`config.mk`:
```
export PLATFORM = sky130hd
export DESIGN_NAME = scurve_motion_profile_generator
export DESIGN_NICKNAME = d
export VERILOG_FILES = /design/src/sv/scmpg_pkg.sv /design/src/sv/scmpg_cfg.sv /design/src/sv/scmpg_seg.sv /design/src/sv/scmpg_accel.sv /design/src/sv/scmpg_integ.sv /design/src/sv/scurve_motion_profile_generator.sv
export SDC_FILE = /design/constraint.sdc
export NUM_CORES = 2
export LEC_CHECK = 0
export CAP_MARGIN = 20
export CORE_MARGIN = 5
export CORE_UTILIZATION = 55
export CTS_BUF_LIST = sky130_fd_sc_hd__clkbuf_2
export DETAILED_ROUTE_END_ITERATION = 12
export DONT_BUFFER_PORTS = 1
export GPL_TIMING_DRIVEN = 1
export PLACE_DENSITY = 0.73
export SYNTH_ARGS = -nofsm -noshare
export SYNTH_HDL_FRONTEND = slang
export SYNTH_SLANG_ARGS = --single-unit
```
`constraint.sdc`:
```
create_clock -name i_clk -period 9.96 [get_ports i_clk]
set_input_delay 0.498 -clock i_clk [delete_from_list [all_inputs] [get_ports i_clk]]
set_output_delay 0.498 -clock i_clk [all_outputs]
set_load 0.05 [all_outputs]
```
`src/sv/scmpg_pkg.sv`:
```
package scmpg_pkg;

    // Field widths of the register file and of one sample
    localparam int POS_W     = 48;
    localparam int VEL_W     = 40;
    localparam int ACC_W     = 32;
    localparam int MAG_W     = 31;
    localparam int DUR_W     = 20;
    localparam int PROD_W    = MAG_W + DUR_W;
    localparam int CFG_IDX_W = 3;
    localparam int PHASE_W   = 3;

    // Defaults for the top level parameters
    localparam int TICK_BITS_DEF = 20;
    localparam int POS_BITS_DEF  = 48;

    // Register indexes of the configuration port
    typedef enum logic [CFG_IDX_W-1:0] {
        CFG_START_POS   = 3'd0,
        CFG_END_POS     = 3'd1,
        CFG_PEAK_ACCEL  = 3'd2,
        CFG_JERK_STEP   = 3'd3,
        CFG_RAMP_TICKS  = 3'd4,
        CFG_HOLD_TICKS  = 3'd5,
        CFG_TOTAL_TICKS = 3'd6
    } t_cfg_idx;

    // Segments of the seven-segment profile
    typedef enum logic [PHASE_W-1:0] {
        PH_JERK_UP     = 3'd0,
        PH_ACCEL_HOLD  = 3'd1,
        PH_JERK_DOWN   = 3'd2,
        PH_CRUISE      = 3'd3,
        PH_DECEL_UP    = 3'd4,
        PH_DECEL_HOLD  = 3'd5,
        PH_DECEL_DOWN  = 3'd6
    } t_phase;

    typedef struct packed {
        logic signed [POS_W-1:0] start_position;
        logic signed [POS_W-1:0] end_position;
        logic [MAG_W-1:0]        peak_accel;
        logic [MAG_W-1:0]        jerk_step;
        logic [DUR_W-1:0]        ramp_ticks;
        logic [DUR_W-1:0]        hold_ticks;
        logic [DUR_W-1:0]        total_ticks;
    } t_cfg;

    // Per-sample bookkeeping that rides along the pipeline
    typedef struct packed {
        logic             restart;
        logic [DUR_W-1:0] tick_index;
        t_phase           phase;
        logic             past_end;
        logic             last;
    } t_meta;

    typedef struct packed {
        t_meta            meta;
        logic [DUR_W-1:0] dt;
    } t_seg;

    typedef struct packed {
        t_meta                   meta;
        logic signed [ACC_W-1:0] accel;
    } t_acc;

endpackage

```
`src/sv/scmpg_cfg.sv`:
```
module scmpg_cfg (
    input  logic                                 i_clk,
    input  logic                                 i_rst_n,
    input  logic                                 i_cfg_valid,
    input  logic [scmpg_pkg::CFG_IDX_W-1:0]      i_cfg_index,
    input  logic [scmpg_pkg::POS_W-1:0]          i_cfg_data,
    output logic                                 o_cfg_ready,
    output scmpg_pkg::t_cfg                      o_cfg
);

    scmpg_pkg::t_cfg r_cfg;

    assign o_cfg_ready = 1'b1;
    assign o_cfg       = r_cfg;

    // Write one register per transaction, drop unknown indexes
    always_ff @(posedge i_clk) begin
        if (!i_rst_n) begin
            r_cfg <= '{
                start_position: '0,
                end_position:   '0,
                peak_accel:     '0,
                jerk_step:      '0,
                ramp_ticks:     '0,
                hold_ticks:     '0,
                total_ticks:    scmpg_pkg::DUR_W'(1)
            };
        end else if (i_cfg_valid) begin
            unique case (scmpg_pkg::t_cfg_idx'(i_cfg_index))
                scmpg_pkg::CFG_START_POS:   r_cfg.start_position <= i_cfg_data;
                scmpg_pkg::CFG_END_POS:     r_cfg.end_position   <= i_cfg_data;
                scmpg_pkg::CFG_PEAK_ACCEL:
                    r_cfg.peak_accel  <= i_cfg_data[scmpg_pkg::MAG_W-1:0];
                scmpg_pkg::CFG_JERK_STEP:
                    r_cfg.jerk_step   <= i_cfg_data[scmpg_pkg::MAG_W-1:0];
                scmpg_pkg::CFG_RAMP_TICKS:
                    r_cfg.ramp_ticks  <= i_cfg_data[scmpg_pkg::DUR_W-1:0];
                scmpg_pkg::CFG_HOLD_TICKS:
                    r_cfg.hold_ticks  <= i_cfg_data[scmpg_pkg::DUR_W-1:0];
                scmpg_pkg::CFG_TOTAL_TICKS:
                    r_cfg.total_ticks <= i_cfg_data[scmpg_pkg::DUR_W-1:0];
                default: ;
            endcase
        end
    end

endmodule

```
`src/sv/scmpg_seg.sv`:
```
module scmpg_seg #(
    parameter int TICK_BITS = scmpg_pkg::TICK_BITS_DEF
) (
    input  logic            i_clk,
    input  logic            i_rst_n,
    input  scmpg_pkg::t_cfg i_cfg,
    input  logic            i_valid,
    input  logic            i_restart,
    input  logic            i_ready_next,
    output logic            o_ready,
    output logic            o_valid,
    output scmpg_pkg::t_seg o_seg
);

    // Signed width that holds the tick and every segment bound
    localparam int CW = ((TICK_BITS > scmpg_pkg::DUR_W + 2) ?
                         TICK_BITS : scmpg_pkg::DUR_W + 2) + 2;

    logic [TICK_BITS-1:0] r_tick;
    logic [TICK_BITS-1:0] n_tick;
    logic [TICK_BITS-1:0] w_t;
    logic                 r_valid;
    scmpg_pkg::t_seg      r_seg;
    scmpg_pkg::t_seg      n_seg;
    logic                 w_load;
    logic signed [CW-1:0] w_ts;
    logic signed [CW-1:0] w_r;
    logic signed [CW-1:0] w_h;
    logic signed [CW-1:0] w_tt;
    logic signed [CW-1:0] w_tb;
    logic signed [CW-1:0] w_tc;
    logic signed [CW-1:0] w_td;
    logic signed [CW-1:0] w_te;
    logic signed [CW-1:0] w_tg;
    logic signed [CW-1:0] w_base;
    logic signed [CW-1:0] w_dt;

    assign o_ready = !r_valid || i_ready_next;
    assign w_load  = i_valid && o_ready;
    assign o_valid = r_valid;
    assign o_seg   = r_seg;

    // Restart drops back to tick zero; the counter holds at its top value
    assign w_t    = i_restart ? '0 : r_tick;
    assign n_tick = (w_t == '1) ? w_t : w_t + TICK_BITS'(1);

    // Segment bounds and decode, earlier segments win on overlap
    always_comb begin
        w_ts = CW'(w_t);
        w_r  = CW'(i_cfg.ramp_ticks);
        w_h  = CW'(i_cfg.hold_ticks);
        w_tt = CW'(i_cfg.total_ticks);
        w_tb = w_r + w_h;
        w_tc = w_tb + w_r;
        w_td = w_tt - w_tc;
        w_te = w_tt - w_tb;
        w_tg = w_tt - w_r;

        n_seg.meta.restart    = i_restart;
        n_seg.meta.tick_index = scmpg_pkg::DUR_W'(w_t);
        n_seg.meta.past_end   = (w_ts >= w_tt);
        n_seg.meta.last       = (i_cfg.total_ticks != '0) && (w_ts == w_tt - CW'(1));

        priority if (n_seg.meta.past_end) begin
            n_seg.meta.phase = scmpg_pkg::PH_DECEL_DOWN;
            w_base           = w_ts;
        end else if (w_ts <= w_r) begin
            n_seg.meta.phase = scmpg_pkg::PH_JERK_UP;
            w_base           = '0;
        end else if (w_ts <= w_tb) begin
            n_seg.meta.phase = scmpg_pkg::PH_ACCEL_HOLD;
            w_base           = w_ts;
        end else if (w_ts <= w_tc) begin
            n_seg.meta.phase = scmpg_pkg::PH_JERK_DOWN;
            w_base           = w_tb;
        end else if (w_ts <= w_td) begin
            n_seg.meta.phase = scmpg_pkg::PH_CRUISE;
            w_base           = w_ts;
        end else if (w_ts <= w_te) begin
            n_seg.meta.phase = scmpg_pkg::PH_DECEL_UP;
            w_base           = w_td;
        end else if (w_ts <= w_tg) begin
            n_seg.meta.phase = scmpg_pkg::PH_DECEL_HOLD;
            w_base           = w_ts;
        end else begin
            n_seg.meta.phase = scmpg_pkg::PH_DECEL_DOWN;
            w_base           = w_tg;
        end

        // Offset into a ramp never exceeds the ramp length
        w_dt     = w_ts - w_base;
        n_seg.dt = w_dt[scmpg_pkg::DUR_W-1:0];
    end

    always_ff @(posedge i_clk) begin
        if (!i_rst_n) begin
            r_valid <= 1'b0;
            r_tick  <= '0;
        end else begin
            if (o_ready) begin
                r_valid <= i_valid;
            end
            if (w_load) begin
                r_tick <= n_tick;
            end
        end
    end

    always_ff @(posedge i_clk) begin
        if (w_load) begin
            r_seg <= n_seg;
        end
    end

endmodule

```
`src/sv/scmpg_accel.sv`:
```
module scmpg_accel (
    input  logic            i_clk,
    input  logic            i_rst_n,
    input  scmpg_pkg::t_cfg i_cfg,
    input  logic            i_valid,
    input  scmpg_pkg::t_seg i_seg,
    input  logic            i_ready_next,
    output logic            o_ready,
    output logic            o_valid,
    output scmpg_pkg::t_acc o_acc
);

    localparam int AW = scmpg_pkg::PROD_W + 3;
    localparam logic signed [AW-1:0] ACC_MAX =
        (AW'(1) <<< (scmpg_pkg::ACC_W - 1)) - AW'(1);
    localparam logic signed [AW-1:0] ACC_MIN = -ACC_MAX - AW'(1);

    logic                              r_s2_valid;
    scmpg_pkg::t_meta                  r_s2_meta;
    logic [scmpg_pkg::PROD_W-1:0]      r_s2_prod;
    logic                              r_s3_valid;
    scmpg_pkg::t_acc                   r_s3_acc;
    scmpg_pkg::t_acc                   n_s3_acc;
    logic                              w_ready3;
    logic                              w_load2;
    logic                              w_load3;
    logic signed [AW-1:0]              w_p;
    logic signed [AW-1:0]              w_a;
    logic signed [AW-1:0]              w_mag;
    logic signed [AW-1:0]              w_sgn;

    assign w_ready3 = !r_s3_valid || i_ready_next;
    assign o_ready  = !r_s2_valid || w_ready3;
    assign w_load2  = i_valid && o_ready;
    assign w_load3  = r_s2_valid && w_ready3;
    assign o_valid  = r_s3_valid;
    assign o_acc    = r_s3_acc;

    // Shape the acceleration from the registered jerk product, apply direction, clamp
    always_comb begin
        w_p = AW'(r_s2_prod);
        w_a = AW'(i_cfg.peak_accel);
        unique case (r_s2_meta.phase)
            scmpg_pkg::PH_JERK_UP:     w_mag = w_p;
            scmpg_pkg::PH_ACCEL_HOLD:  w_mag = w_a;
            scmpg_pkg::PH_JERK_DOWN:   w_mag = w_a - w_p;
            scmpg_pkg::PH_CRUISE:      w_mag = '0;
            scmpg_pkg::PH_DECEL_UP:    w_mag = -w_p;
            scmpg_pkg::PH_DECEL_HOLD:  w_mag = -w_a;
            scmpg_pkg::PH_DECEL_DOWN:  w_mag = w_p - w_a;
            default:                   w_mag = '0;
        endcase
        if (r_s2_meta.past_end) begin
            w_mag = '0;
        end
        w_sgn = (i_cfg.start_position > i_cfg.end_position) ? -w_mag : w_mag;

        n_s3_acc.meta = r_s2_meta;
        if (w_sgn > ACC_MAX) begin
            n_s3_acc.accel = ACC_MAX[scmpg_pkg::ACC_W-1:0];
        end else if (w_sgn < ACC_MIN) begin
            n_s3_acc.accel = ACC_MIN[scmpg_pkg::ACC_W-1:0];
        end else begin
            n_s3_acc.accel = w_sgn[scmpg_pkg::ACC_W-1:0];
        end
    end

    always_ff @(posedge i_clk) begin
        if (!i_rst_n) begin
            r_s2_valid <= 1'b0;
            r_s3_valid <= 1'b0;
        end else begin
            if (o_ready) begin
                r_s2_valid <= i_valid;
            end
            if (w_ready3) begin
                r_s3_valid <= r_s2_valid;
            end
        end
    end

    // Jerk times ramp offset, one multiplier into its own register
    always_ff @(posedge i_clk) begin
        if (w_load2) begin
            r_s2_meta <= i_seg.meta;
            r_s2_prod <= scmpg_pkg::PROD_W'(i_cfg.jerk_step) *
                         scmpg_pkg::PROD_W'(i_seg.dt);
        end
        if (w_load3) begin
            r_s3_acc <= n_s3_acc;
        end
    end

endmodule

```
`src/sv/scmpg_integ.sv`:
```
module scmpg_integ #(
    parameter int POS_BITS = scmpg_pkg::POS_BITS_DEF
) (
    input  logic                                  i_clk,
    input  logic                                  i_rst_n,
    input  scmpg_pkg::t_cfg                       i_cfg,
    input  logic                                  i_valid,
    input  scmpg_pkg::t_acc                       i_acc,
    input  logic                                  i_out_stall,
    output logic                                  o_ready,
    output logic                                  o_out_valid,
    output logic signed [scmpg_pkg::POS_W-1:0]    o_position,
    output logic signed [scmpg_pkg::VEL_W-1:0]    o_velocity,
    output logic signed [scmpg_pkg::ACC_W-1:0]    o_acceleration,
    output logic [scmpg_pkg::PHASE_W-1:0]         o_phase,
    output logic [scmpg_pkg::DUR_W-1:0]           o_tick_index,
    output logic                                  o_last
);

    localparam int VW = scmpg_pkg::VEL_W + 1;
    localparam int PE = ((POS_BITS > scmpg_pkg::POS_W) ? POS_BITS : scmpg_pkg::POS_W) + 1;
    localparam logic signed [VW-1:0] VEL_MAX =
        (VW'(1) <<< (scmpg_pkg::VEL_W - 1)) - VW'(1);
    localparam logic signed [VW-1:0] VEL_MIN = -VEL_MAX - VW'(1);
    localparam logic signed [PE-1:0] POS_MAX = (PE'(1) <<< (POS_BITS - 1)) - PE'(1);
    localparam logic signed [PE-1:0] POS_MIN = -POS_MAX - PE'(1);

    logic signed [scmpg_pkg::VEL_W-1:0] r_vel;
    logic signed [scmpg_pkg::VEL_W-1:0] n_vel;
    logic signed [POS_BITS-1:0]         r_pos;
    logic signed [POS_BITS-1:0]         n_pos;
    logic                               r_s4_valid;
    scmpg_pkg::t_acc                    r_s4_acc;
    logic signed [POS_BITS-1:0]         r_s4_start;
    logic signed [POS_BITS-1:0]         n_s4_start;
    logic                               r_s5_valid;
    scmpg_pkg::t_acc                    r_s5_acc;
    logic signed [scmpg_pkg::VEL_W-1:0] r_s5_vel;
    logic                               w_ready5;
    logic                               w_load4;
    logic                               w_load5;
    logic signed [scmpg_pkg::VEL_W-1:0] w_vbase;
    logic signed [VW-1:0]               w_vsum;
    logic signed [PE-1:0]               w_start;
    logic signed [PE-1:0]               w_psum;
    logic signed [POS_BITS-1:0]         w_pbase;

    assign w_ready5 = !r_s5_valid || !i_out_stall;
    assign o_ready  = !r_s4_valid || w_ready5;
    assign w_load4  = i_valid && o_ready;
    assign w_load5  = r_s4_valid && w_ready5;

    // Velocity: restart clears, then add acceleration and saturate
    always_comb begin
        w_vbase = i_acc.meta.restart ? '0 : r_vel;
        w_vsum  = VW'(w_vbase) + VW'(i_acc.accel);
        if (w_vsum > VEL_MAX) begin
            n_vel = VEL_MAX[scmpg_pkg::VEL_W-1:0];
        end else if (w_vsum < VEL_MIN) begin
            n_vel = VEL_MIN[scmpg_pkg::VEL_W-1:0];
        end else begin
            n_vel = w_vsum[scmpg_pkg::VEL_W-1:0];
        end

        // Start position fitted to the accumulator range, used on restart
        w_start = PE'(i_cfg.start_position);
        if (w_start > POS_MAX) begin
            n_s4_start = POS_MAX[POS_BITS-1:0];
        end else if (w_start < POS_MIN) begin
            n_s4_start = POS_MIN[POS_BITS-1:0];
        end else begin
            n_s4_start = w_start[POS_BITS-1:0];
        end
    end

    // Position: add the new velocity to the running or restarted position
    always_comb begin
        w_pbase = r_s4_acc.meta.restart ? r_s4_start : r_pos;
        w_psum  = PE'(w_pbase) + PE'(r_vel);
        if (w_psum > POS_MAX) begin
            n_pos = POS_MAX[POS_BITS-1:0];
        end else if (w_psum < POS_MIN) begin
            n_pos = POS_MIN[POS_BITS-1:0];
        end else begin
            n_pos = w_psum[POS_BITS-1:0];
        end
    end

    always_ff @(posedge i_clk) begin
        if (!i_rst_n) begin
            r_s4_valid <= 1'b0;
            r_s5_valid <= 1'b0;
            r_vel      <= '0;
            r_pos      <= '0;
        end else begin
            if (o_ready) begin
                r_s4_valid <= i_valid;
            end
            if (w_ready5) begin
                r_s5_valid <= r_s4_valid;
            end
            if (w_load4) begin
                r_vel <= n_vel;
            end
            if (w_load5) begin
                r_pos <= n_pos;
            end
        end
    end

    always_ff @(posedge i_clk) begin
        if (w_load4) begin
            r_s4_acc   <= i_acc;
            r_s4_start <= n_s4_start;
        end
        if (w_load5) begin
            r_s5_acc <= r_s4_acc;
            r_s5_vel <= r_vel;
        end
    end

    // Result register drives the output channel
    assign o_out_valid    = r_s5_valid;
    assign o_position     = scmpg_pkg::POS_W'(r_pos);
    assign o_velocity     = r_s5_vel;
    assign o_acceleration = r_s5_acc.accel;
    assign o_phase        = r_s5_acc.meta.phase;
    assign o_tick_index   = r_s5_acc.meta.tick_index;
    assign o_last         = r_s5_acc.meta.last;

endmodule

```
`src/sv/scurve_motion_profile_generator.sv`:
```
// Jerk-limited seven-segment S-curve generator for one joint. Each accepted
// input transaction produces one sample (position, velocity, acceleration,
// segment, tick number, last flag); restart=1 reloads the start position and
// begins again at tick zero. The block takes one transaction per clock while
// o_in_stall is low. Segment decode, the jerk multiplier, acceleration
// shaping, the velocity accumulator and the position accumulator each own one
// register stage. Stages move independently, so transactions keep entering
// while a finished sample waits at the output, until every stage holds a sample.
// Configuration writes are taken at any time but must be made while no sample
// is in flight; they act on the next transaction. Fixed point is 16 fraction
// bits per tick; all accumulators saturate.
module scurve_motion_profile_generator #(
    parameter int TICK_BITS = scmpg_pkg::TICK_BITS_DEF,
    parameter int POS_BITS  = scmpg_pkg::POS_BITS_DEF
) (
    input  logic                                  i_clk,
    input  logic                                  i_rst_n,
    input  logic                                  i_cfg_valid,
    output logic                                  o_cfg_ready,
    input  logic [scmpg_pkg::CFG_IDX_W-1:0]       i_cfg_index,
    input  logic [scmpg_pkg::POS_W-1:0]           i_cfg_data,
    input  logic                                  i_in_valid,
    output logic                                  o_in_stall,
    input  logic                                  i_restart,
    output logic                                  o_out_valid,
    input  logic                                  i_out_stall,
    output logic signed [scmpg_pkg::POS_W-1:0]    o_position,
    output logic signed [scmpg_pkg::VEL_W-1:0]    o_velocity,
    output logic signed [scmpg_pkg::ACC_W-1:0]    o_acceleration,
    output logic [scmpg_pkg::PHASE_W-1:0]         o_phase,
    output logic [scmpg_pkg::DUR_W-1:0]           o_tick_index,
    output logic                                  o_last
);

    scmpg_pkg::t_cfg w_cfg;
    scmpg_pkg::t_seg w_seg;
    scmpg_pkg::t_acc w_acc;
    logic            w_seg_ready;
    logic            w_seg_valid;
    logic            w_acc_ready;
    logic            w_acc_valid;
    logic            w_integ_ready;

    assign o_in_stall = !w_seg_ready;

    scmpg_cfg u_cfg (
        .i_clk       (i_clk),
        .i_rst_n     (i_rst_n),
        .i_cfg_valid (i_cfg_valid),
        .i_cfg_index (i_cfg_index),
        .i_cfg_data  (i_cfg_data),
        .o_cfg_ready (o_cfg_ready),
        .o_cfg       (w_cfg)
    );

    scmpg_seg #(
        .TICK_BITS (TICK_BITS)
    ) u_seg (
        .i_clk        (i_clk),
        .i_rst_n      (i_rst_n),
        .i_cfg        (w_cfg),
        .i_valid      (i_in_valid),
        .i_restart    (i_restart),
        .i_ready_next (w_acc_ready),
        .o_ready      (w_seg_ready),
        .o_valid      (w_seg_valid),
        .o_seg        (w_seg)
    );

    scmpg_accel u_accel (
        .i_clk        (i_clk),
        .i_rst_n      (i_rst_n),
        .i_cfg        (w_cfg),
        .i_valid      (w_seg_valid),
        .i_seg        (w_seg),
        .i_ready_next (w_integ_ready),
        .o_ready      (w_acc_ready),
        .o_valid      (w_acc_valid),
        .o_acc        (w_acc)
    );

    scmpg_integ #(
        .POS_BITS (POS_BITS)
    ) u_integ (
        .i_clk          (i_clk),
        .i_rst_n        (i_rst_n),
        .i_cfg          (w_cfg),
        .i_valid        (w_acc_valid),
        .i_acc          (w_acc),
        .i_out_stall    (i_out_stall),
        .o_ready        (w_integ_ready),
        .o_out_valid    (o_out_valid),
        .o_position     (o_position),
        .o_velocity     (o_velocity),
        .o_acceleration (o_acceleration),
        .o_phase        (o_phase),
        .o_tick_index   (o_tick_index),
        .o_last         (o_last)
    );

endmodule

```
=== Word-level counts from Yosys, hierarchy flattened ===
Cells that the tools add are included.

* Bits in registers: 712
* Bits of input ports: 57
* Output and inout bits: 147
* Word-level logic and storage cells: 144

* Add/subtract/negate cells: 15
* $mul: 1
* Magnitude comparators: 16
* Eq/ne operators: 13
* Mux-type cells: 26
* Reductions and logical operators: 29

{| class="wikitable"
|+ Operators with widths
! kind !! number
|-
| $pmux W54 S6 || 1
|-
| $mux W48 || 4
|-
| $mux W20 || 9
|-
| $mux W40 || 3
|-
| $mux W54 || 2
|-
| $le A21 B24 Y1 || 3
|-
| $gt A54 B32 Y1 const B || 1
|-
| $lt A54 B32 Y1 const B || 1
|-
| $neg A31 Y54 || 1
|-
| $neg A51 Y54 || 1
|-
| $neg A54 Y54 || 1
|-
| $sub A31 B51 Y52 || 1
|-
| $sub A51 B31 Y52 || 1
|-
| $mul A31 B20 Y51 || 1
|-
| $add A48 B40 Y49 || 1
|-
| $gt A49 B48 Y1 const B || 1
|-
| $lt A49 B48 Y1 const B || 1
|-
| $gt A48 B48 Y1 || 1
|-
| $gt A48 B48 Y1 const B || 1
|-
| $lt A48 B48 Y1 const B || 1
|-
| $add A40 B32 Y41 || 1
|-
| $gt A41 B40 Y1 const B || 1
|-
| $lt A41 B40 Y1 const B || 1
|-
| $mux W32 || 1
|-
| 26 further kinds || 60
|}

=== Longest topological paths before layout ===
* Depth in word-level cells: 10
* Depth in mapped cells: 59
* Mapped depth without buffers: 58

=== Hierarchy ===
Synthesis repeated with hierarchy kept, for this count alone.

* Cell total of the unflattened synthesis: 8165
* Area total of the unflattened synthesis: 72995.0 um^2

{| class="wikitable"
|+ Modules (own cells, without submodules)
! module !! instances !! cells each !! area an instance (um^2) !! sequential area each (um^2)
|-
| scmpg_accel || 1 || 4305 || 36129.7 || 4093.9
|-
| scmpg_integ || 1 || 1454 || 15846.4 || 7837.5
|-
| scmpg_seg || 1 || 1639 || 13075.0 || 1801.7
|-
| scmpg_cfg || 1 || 766 || 7940.1 || 4364.2
|-
| scurve_motion_profile_generator || 1 || 1 || 3.8 || 0.0
|}

=== Worst setup path before layout ===
No wires, ideal clock.

* Path kind: register to register
* Start point: register u_cfg.r_cfg (netlist bit u_cfg.o_cfg[21])
* End point: register u_seg.r_seg (netlist bit u_seg.o_seg[19]) (data pin)
* Setup time: 0.260 ns
* Arrival time: 10.147 ns
* Data required time: 9.700 ns
* Setup slack: -0.447 ns
* Stages on the path, launching flop included: 58
* Buffers on the path: 1
* Period minus slack after synthesis: 10.407 ns
* Cell sequence: dfxtp_1 -> ha_1 -> a21o_1 -> a21oi_1 -> o21bai_1 -> a21oi_1 -> o21ai_0 -> a21oi_1 -> o21bai_1 -> a21oi_1 -> nor2b_1 -> o21ai_0 -> nor2b_1 -> xor2_1 -> inv_1 -> ha_1 -> a21o_1 -> and3_1 -> [22 not listed] -> ha_1 -> nor2b_1 -> o21ai_0 -> a21boi_0 -> o21ai_0 -> a21boi_0 -> o21ai_0 -> a21boi_0 -> o21ai_0 -> a21boi_0 -> o21ai_0 -> nand2_1 -> a21o_1 -> nand2_1 -> a21oi_1 -> o41ai_1 -> o21ai_0 -> xnor2_1

{| class="wikitable"
|+ RTL lines
! element !! RTL line !! text
|-
| start: declaration || scmpg_cfg.sv:11 || <nowiki>scmpg_pkg::t_cfg r_cfg;</nowiki>
|-
| start signal: assignment || scmpg_cfg.sv:19 || <nowiki>r_cfg <= '{</nowiki>
|-
| end signal: assignment || scmpg_seg.sv:111 || <nowiki>r_seg <= n_seg;</nowiki>
|-
| end: declaration || scmpg_seg.sv:23 || <nowiki>scmpg_pkg::t_seg r_seg;</nowiki>
|}

==> results by group <==
Run status
  – Status: finished with violations
  – Failing checks: negative setup slack

CTS
  – H-Tree Depth: 4
  – Max Root-Sink Buffers: 3
  – Clk_lat worst skew: 1.57 ns
  – Clock tree from TritonCTS: done
  – Clk slew on worst S/H paths: 0.13 ns
  – Sink Count: 712
  – Clk root buf: clkbuf_2
  – CTS Buf Count: 179

Routing
  – WL/cell: 22.70 um
  – DR pass1 iterations: 8
  – Detailed Route WL: 229.5 mm
  – Vias per inst: 6.079
  – Post-DRT Antenna Nets: 0
  – Detailed-route via count: 61.45k
  – Initial DRC count: 5,679
  – Residual DRC count: 0

Worst setup path
  – Max stage delay on crit path: 0.52 ns
  – CP required: 11.23 ns
  – Crit path from: u_cfg.o_cfg[20]$_SDFFE_PN0P_
  – Critical path capture point: u_seg.o_seg[8]$_DFFE_PP_
  – Reg2reg end: u_seg.o_seg[8]$_DFFE_PP_
  – R2r startpoint: u_cfg.o_cfg[20]$_SDFFE_PN0P_
  – Slowest CP cell: or4_1
  – Critical Path AT: 11.34 ns
  – Startpoint types: register
  – WS Path Type: reg2reg
  – Worst Setup End Kind: register
  – Crit path top cell by count: buf_4
  – Cell count of the worst reg-to-reg path: 59
  – Max FO, Critical Path: 6
  – FF-to-FF setup slack: -0.12 ns

Synthesis
  – Compound-Gate Fraction of Synth Area: 18.05%
  – Netlist cell types: 115
  – Synth warnings: 0
  – Number of register bits inferred by synthesis: 712
  – Post-synth net total: 9,209
  – Xor and xnor area share after synthesis: 5.186%
  – Synth Cell Area: 0.07026 mm^2
  – Main combinational cell family by area after synthesis: adder cells
  – Post-Synth Adder-Cell Area: 26.21%
  – Post-synthesis sequential area ratio: 25.71%
  – Syn Inst Count: 8,013
  – Prevailing post-synth register cell: edfxtp_1
  – Synth Area per Inst: 8.768 um^2
  – Number of flops mapped to enable cells by yosys: 381
  – Post-synthesis mux area share: 1.394%
  – Async set-or-reset flop fraction in the synthesized netlist: 0%
  – Post-synthesis simple-gate area fraction: 16.58%

STA
  – RSZ-0062 raised after global routing: true
  – Slew HR: 18.54%
  – Hold WS: 0.1957 ns
  – Peak Freq: 99.24 MHz
  – Minimum clock period: 10.08 ns
  – Post-Route Setup TNS: -0.2775 ns
  – Setup violators final: 4
  – Crit share post-route: 101.2%
  – Clock skew: 0.1317 ns
  – Final worst setup slack: -0.1164 ns
  – Final hold vios: 0
  – Worst slew pin tran: 1.222 ns
  – Slew Viols, Final: 0

Die
  – Die Ht: 367.4 um
  – Die footprint: 0.1350 mm^2
  – Die Span X: 367.4 um
  – Placeable Area: 0.1272 mm^2
  – Starting Density: 55.24%
  – # IOs: 204
  – Row Count: 131

Job
  – Maximum Capacitance Violations: 0

Cells and area
  – Final cell count without fillers: 10.11k
  – Fillers: 10.83k
  – Share of layout cells above drive strength 1: 10.90%
  – Layout area overhead: 10.53%
  – Nets@finish: 9,474

Placement
  – Inst Count DP: 9,536
  – Routability cong.: 1.029
  – Setup WS pre-CTS: -0.6416 ns
  – Port bufs: 0
  – Detailed Place HPWL: 170.9 mm

GRT
  – Busiest grt layer: met2
  – M3 GR Usage: 7.516%
  – Pin count of the biggest net entering global routing: 310
  – Vias in the first global route: 60.07k
  – Initial antenna violation count: 12
  – GRT met1 Usage: 44.08%
  – First-pass GRT wire length: 349.6 mm
  – M2 GR Usage: 51.46%
  – GRT Resource Usage Total: 32.94%
  – GR Overflow Total: 0

Power
  – Lkg Pwr: 0.03412 uW
  – Tot Pwr: 8878 uW
  – Maximum vdd drop: 271.9 uV
  – Power per cell area: 114.3 mW/mm^2

Worst hold path
  – Min-delay worst type: in2reg
[placed cells by master, fill, tap and decap left out, types with 28 or more instances in the layout]
cell           instances
a211oi_1              32
a21boi_0             242
a21o_1               160
a21oi_1              503
a31oi_1               59
and2_1               254
and3_1                36
buf_4                338
clkbuf_2             263
clkinv_1              44
dfxtp_1              327
dlygate4sd3_1        181
edfxtp_1             381
fa_1                 526
ha_1                 602
inv_1                792
mux2_2                53
mux2i_1               36
nand2_1             1185
nand2b_1              76
nand3_1               88
nand4_1               78
nor2_1               339
nor2b_1              114
nor3_1               105
nor4_1                28
o211ai_1              31
o21a_1                50
o21ai_0              355
o21ai_2               39
o21bai_1              67
o22ai_1               28
o31ai_1               34
or3_1                 37
xnor2_1              280
xor2_1               123
[layer usage]
| metal | wire [um] | part of all wire (%) |
|---|---|---|
| met3 | 22360 | 9.7 |
| met2 | 102000 | 44 |
| met5 | 31 | 0.014 |
| met1 | 93840 | 41 |
| met4 | 11180 | 4.9 |
[critical path: cells and delay by family, from the launching register on]
kind / cells / cell delay, ns
AOI/OAI and AO/OA: 20 / 2.91
buffers and inverters: 19 / 2.25
and+or+nand+nor: 11 / 1.99
adders and majority gates: 5 / 1.46
xor gates and xnor gates: 4 / 0.86
DFF: 1 / 0.35
[registers in the layout, summed over array words and instances, names as in the netlist]
signal,cells
u_cfg.o_cfg,218
u_accel.o_acc,57
u_integ.r_s4_acc,57
u_accel.r_s2_prod,51
u_integ.o_position,48
u_integ.r_s4_start,48
u_seg.o_seg,46
u_integ.o_velocity,40
u_integ.r_vel,40
u_integ.o_acceleration,32
u_accel.n_s3_acc,26
u_integ.o_tick_index,20
u_seg.r_tick,20
u_integ.o_phase,3
u_accel.o_valid,1
u_accel.r_s2_valid,1
u_integ.o_last,1
u_integ.o_out_valid,1
u_integ.r_s4_valid,1
u_seg.o_valid,1
[per-stage QoR]
step                utilization, %  cell area, um^2
finish                       61.06            77660
floorplan                        -            70290
CTS                          60.58            77050
detailed placement           57.39            73000
global route                 61.05            77650
global placement             57.37            72970
[synth_stat cells, types with 14 or more instances]
library cell  count  area (um^2)
o21ai_2          33        289.0
o22ai_1          28        175.2
nand3_1          91        455.4
nand2b_1         76        475.5
or3_1            37        231.5
a21boi_0        245         1839
fa_1            528        10570
a22o_1           22        192.7
a21oi_1         518         2592
a211o_1          22        192.7
a221oi_1         30        262.8
nand4_1          78        488.0
nand2_1        1191         4471
a31oi_1          62        387.9
or4_1            20        150.1
o21a_1           50        375.4
o31ai_1          39        292.8
a41oi_1          17        148.9
buf_1            14        52.55
a211oi_1         33        247.7
mux2i_1          36        360.4
and2_1          254         1589
and3_1           37        231.5
clkbuf_1        384         1441
nor2_1          346         1299
ha_1            611         7645
xnor2_1         291         2549
a21o_1          160         1201
o21bai_1         69        518.0
edfxtp_1        381        11440
maj3_1           20        200.2
mux2_2           53        596.8
nor2b_1         119        744.5
nor3_1          109        545.5
buf_2            19        95.09
o21ai_0         376         1882
o211ai_1         31        232.7
xor2_1          125         1095
inv_1           794         2980
dfxtp_1         331         6626
nor4_1           29        181.4
or2_2            19        118.9
[cell families after synthesis]
| family | count (synthesis) |
|---|---|
| buffers and inverters | 1240 |
| AND/OR/NAND/NOR | 2472 |
| XOR/XNOR | 416 |
| multiplexers | 90 |
| flip-flops | 712 |
| adder cells (fa/ha/maj) | 1159 |
| AO/OA/AOI/OAI | 1923 |
| other | 1 |
[repair_timing]
| item | 4_1_cts | 5_1_grt |
|---|---|---|
| hold buffers | 183 | 0 |
| hold endpoints to repair | 528 | 0 |
| setup buffers | 24 | 18 |
| pin swaps | 34 | 68 |
| gates resized for setup | 44 | 85 |
| endpoints found under the setup margin | 8 | 10 |
[report_power, final]
group | total, uW | internal (uW) | switching, uW
logic | 3190 | 1210 | 1980
clock network | 2220 | 866 | 1350
registers | 3480 | 3240 | 239
[worst min path at each step]
stage	startpoint	endpoint	slack, ns	cells after the start
floorplan	u_seg.o_seg[20]$_DFFE_PP_	u_accel.n_s3_acc[32]$_DFFE_PP_	0.40	0
global placement	u_seg.o_seg[43]$_DFFE_PP_	u_accel.n_s3_acc[55]$_DFFE_PP_	0.40	0
detailed placement	u_seg.o_seg[43]$_DFFE_PP_	u_accel.n_s3_acc[55]$_DFFE_PP_	0.40	0
CTS	i_cfg_data[41]	u_cfg.o_cfg[163]$_SDFFE_PN0P_	0.02	4
global route	i_cfg_index[1]	u_cfg.o_cfg[16]$_SDFFE_PN0P_	0.11	5
finish	i_rst_n	u_integ.o_position[41]$_SDFFE_PN0P_	0.20	4
[layout make-up]
| cell class | instances | area [um^2] | area share [%] |
|---|---|---|---|
| clock inverter | 74 | 544.3 | 0.7009 |
| clock buffer | 263 | 1316 | 1.695 |
| timing repair buffer | 527 | 4514 | 5.813 |
| sequential | 712 | 18070 | 23.27 |
| tap | 1662 | 2079 | 2.678 |
| multi-input combinational | 6061 | 48100 | 61.94 |
| antenna | 12 | 30.03 | 0.03867 |
| inverter | 797 | 2997 | 3.859 |
No activity file was read; power rests on OpenSTA's default activity.
